`config.mk`:
```
export PLATFORM = sky130hd
export DESIGN_NAME = fct_ctrl
export DESIGN_NICKNAME = d
export VERILOG_FILES = /design/src/hdl/fct_pkg.sv /design/src/hdl/fct_ctrl.sv
export SDC_FILE = /design/constraint.sdc
export NUM_CORES = 1
export LEC_CHECK = 0
export BUFFER_PORTS_ARGS = -buffer_cell sky130_fd_sc_hd__buf_2
export CORE_AREA = 2 2 39 41
export DETAILED_ROUTE_END_ITERATION = 10
export DIE_AREA = 0 0 41 43
export MAX_ROUTING_LAYER = met4
export SYNTH_ARGS = -nofsm -noshare
export SYNTH_HDL_FRONTEND = slang
export SYNTH_SLANG_ARGS = --single-unit
```
`constraint.sdc`:
```
create_clock -name clk -period 1.5 [get_ports clk]
set_clock_uncertainty 0.05 [all_clocks]
set_input_delay 0.3 -clock clk [delete_from_list [all_inputs] [get_ports clk]]
set_output_delay 0.3 -clock clk [all_outputs]
set_load 0.02 [all_outputs]
```
`src/hdl/fct_pkg.sv`:
```
// Package: shared types and constants of the flow counter table
`default_nettype none
package fct_pkg;

    localparam int ADDR_W    = 32;
    localparam int PROTO_W   = 8;
    localparam int KEY_W     = 2 * ADDR_W + PROTO_W;
    localparam int COUNT_W   = 64;
    localparam int WORD_W    = KEY_W + 2 * COUNT_W;
    localparam int SLOT_W    = 12;
    localparam int STATUS_W  = 3;
    localparam int CFG_IDX_W = 8;

    localparam logic [15:0] MIN_HEADER_BYTES = 16'd34;
    localparam logic [15:0] ETHERTYPE_IPV4   = 16'h0800;
    localparam logic [31:0] RESET_LAN_BASE   = 32'h0001A8C0;
    localparam logic [31:0] RESET_LAN_MASK   = 32'h00FFFFFF;

    localparam logic [CFG_IDX_W-1:0] CFG_LAN_BASE = 8'd0;
    localparam logic [CFG_IDX_W-1:0] CFG_LAN_MASK = 8'd1;

    localparam logic [STATUS_W-1:0] STAT_SHORT    = 3'd0;
    localparam logic [STATUS_W-1:0] STAT_NOT_IPV4 = 3'd1;
    localparam logic [STATUS_W-1:0] STAT_UPDATED  = 3'd2;
    localparam logic [STATUS_W-1:0] STAT_INSERTED = 3'd3;
    localparam logic [STATUS_W-1:0] STAT_FULL     = 3'd4;

    typedef struct packed {
        logic load;
        logic issue;
        logic capture;
        logic update;
        logic insert;
        logic full_drop;
        logic out_load;
    } fct_cmd_t;

    typedef struct packed {
        logic drop;
        logic scan_more;
        logic pend;
        logic hit;
        logic full;
        logic out_free;
    } fct_stat_t;

endpackage
`default_nettype wire

```
`src/hdl/fct_ctrl.sv`:
```
// Controller: sequences classify, table scan, update, insert or full drop, and response
`default_nettype none
module fct_ctrl (
    input  wire logic              clk,
    input  wire logic              rst_n,
    input  wire logic              in_valid,
    output logic                   in_ready,
    input  wire fct_pkg::fct_stat_t st,
    output fct_pkg::fct_cmd_t      cmd
);
    import fct_pkg::*;

    typedef enum logic [3:0] {
        S_IDLE = 4'b0001,
        S_LOOK = 4'b0010,
        S_UPD  = 4'b0100,
        S_RESP = 4'b1000
    } state_t;

    state_t state_reg, state_next;

    always_comb
    begin
        state_next = state_reg;
        cmd        = '0;
        in_ready   = 1'b0;
        case (state_reg)
            S_IDLE:
            begin
                in_ready = 1'b1;
                if (in_valid)
                begin
                    cmd.load   = 1'b1;
                    state_next = st.drop ? S_RESP : S_LOOK;
                end
            end
            S_LOOK:
            begin
                if (st.hit)
                begin
                    cmd.capture = 1'b1;
                    state_next  = S_UPD;
                end
                else if (st.scan_more)
                begin
                    cmd.issue = 1'b1;
                end
                else if (!st.pend)
                begin
                    cmd.full_drop = st.full;
                    cmd.insert    = !st.full;
                    state_next    = S_RESP;
                end
            end
            S_UPD:
            begin
                cmd.update = 1'b1;
                state_next = S_RESP;
            end
            S_RESP:
            begin
                if (st.out_free)
                begin
                    cmd.out_load = 1'b1;
                    state_next   = S_IDLE;
                end
            end
            default:
            begin
                state_next = S_IDLE;
            end
        endcase
    end

    always_ff @(posedge clk or negedge rst_n)
    begin
        if (!rst_n)
        begin
            state_reg <= S_IDLE;
        end
        else
        begin
            state_reg <= state_next;
        end
    end
endmodule
`default_nettype wire

```
==> qor.yml <==
synth.distinct_cells: 24
rsz0062_at_grt: "yes"
slew_viol_final: 0
synth.area.top_cells: "dfrtp_1 (22%), dfstp_2 (7.6%), and2_1 (7.2%)"
io_pins: 17
critical_path_required_ps: 1150
grt_pass1_wl_um: 1640
clk_latency_ps: 230
max_slew_margin_pct: 82.1
ys_ff_latch: 4
synth_area_per_cell_um2: 8.22
tightest_slew_ps: 266
crit_type: "reg2out"
power_uw: 1240
clock.fmax_mhz: 559
cts_buffer_depth: 2
netlist_area_um2: 345
dr.pass1.iters: 2
num_antenna_cells: 0
gr-total-overflow: 0
timing.final.ws_setup_ps: -289
nets: 84
largest_reg_flops: 4
hpwl_um: 745
cts_buffers: 3
yosys-top-cells-count: "and2_1 (4), nor2_1 (4)"
synth_nets: 51
path_cells: "nor4b_4 > nor2b_4 > nand2_2 > nor2_4 > buf_6"
path_delay_family: "simple AND/OR/NAND/NOR gates"
ant_nets: 0
grt_max_degree: 8
drt_wl_total_um: 1040
die_w_um: 41
postSynth.asyncResetShare_pct: 100
yosysWarnings: 0
htree_levels: 1
critPathArrivalTime_ps: 1440
pre_cts_ws_ps: -149
final_hold_viol_count: 0
period_share_pct: 119
tritoncts: "done"
synthToLayoutAreaGrowth_pct: 112
cp_num_buf_inv: 1
instances_no_fill: 90
status: "finished with violations"
synth_seq_area_share_pct: 29.3
power_density_nw_per_um2: 1700
critPathMaxFanout: 3
port-buffer-count: 16
synth_ff_type: "dfrtp_1"
avgRoutedWirePerCell_um: 11.6
synth_top_area_share_pct: 21.7
grt_pass1_vias: 419
ir_worst_vdd_mv: 0.912
cpPeakStageDelay_ps: 400
drt-vias-per-instance: 4.68
start_util_pct: 25.0
clock-sinks: 4
min_path_type: "in2reg"
setup_violations: 10
crit_slowest_cell: "dfrtp_1"
synth_cells: 42
place_area_um2: 509
antenna_found_initial: 0
core_area_um2: 1380
dr_total_vias: 421
drc: 0
yosysTopAreaCell: "dfrtp_1"
min_period_ps: 1790
dieArea_um2: 1760
cts.clk_slew.worst_paths_ps: 40
maxCapViolCount: 0
fp.dieH_um: 43
synth-edff-count: 0
drtIter0Drc: 2
violations: "negative setup slack"
drive_above_1_share_pct: 74.3
final_cell_area_um2: 731
dp.cells: 78
cp-end-kind: "primary output"
start_kind: "register"
place_congestion: 0.702
cts-root-buf: "clkbuf_4"
grt_usage_pct: 14.0
placementRows: 14
power.static_leakage_uw: 0.000326
==> power by group <==
part	leakage, µW	internal, µW	switching, µW
registers	0.0000508	160	47.8
clock network	0.0000150	99.8	44.1
logic	0.000260	481	406
total	0.000326	741	498
==> path summary, 6_finish.rpt <==
kind                                    from      endpoint  slack (ps)  depth (start not counted)
worst max-delay path            state_reg[3]        cmd[2]        -290                          5
worst min-delay path                   st[0]  state_reg[3]         270                          2
worst max register to register  state_reg[3]  state_reg[3]        -110                          5
worst min register to register  state_reg[0]  state_reg[1]         640                          4
max in group asynchronous              rst_n  state_reg[0]         840                          2
min in group asynchronous              rst_n  state_reg[2]         350                          2
==> worst register-to-register path, cell delays in order (launching register included) <==
cell and delay [ps]:
dfrtp_1 400, nor4b_4 290, buf_4 160, or3b_4 400, o211ai_2 80, o22ai_2 90
==> cell type report <==
| cell class | count | area [µm²] |
|---|---|---|
| inverter | 3 | 13.8 |
| fill | 142 | 653 |
| tap | 16 | 20.0 |
| clock buffer | 4 | 26.3 |
| timing repair buffer | 30 | 249 |
| sequential | 4 | 101 |
| multi-input combinational | 33 | 320 |
==> through the flow <==
| step | util, % | setup TNS [ps] | hold slack, ps |
|---|---|---|---|
| floorplan | - | -277 | -45.6 |
| global placement | 36.8 | -325 | 59.9 |
| detailed placement | 36.8 | -530 | 61.5 |
| CTS | 49.5 | -2080 | 264 |
| global route | 52.8 | -2420 | 267 |
| finish | 52.8 | -1850 | 267 |
==> routing by layer <==
| metal | part of all wire (%) | global-route usage [%] | wire length [µm] |
|---|---|---|---|
| met5 | 0 | - | 0 |
| met3 | 4.5 | 6.28 | 47 |
| met4 | 0 | 2.00 | 0 |
| met2 | 53 | 22.2 | 547 |
| met1 | 43 | 16.0 | 445 |
==> cells in the final DEF (no fill, tap or decap), types with 2 or more instances in the layout <==
cell type	netlist	routed
buf_6	1	11
buf_4	1	10
buf_2	0	8
and2_4	0	3
nor2_4	0	3
clkbuf_4	0	3
dfrtp_1	3	3
nand2_2	0	2
inv_1	3	2
a21oi_1	3	2
==> cells by family after synthesis <==
family	count (synthesis)	share of synthesized area [%]
simple gates	24	45.3
compound gates	9	16.7
buf+inv	5	8.70
flops	4	29.3
==> timing repair <==
item / CTS / global route
hold buffers: 1 / 0
gates resized for setup: 26 / 11
endpoints found under the hold margin: 4 / 0
setup endpoints to repair: 10 / 11
pin swaps: 10 / 4
setup buffers: 7 / 3
No activity file was read; power rests on OpenSTA's default activity.
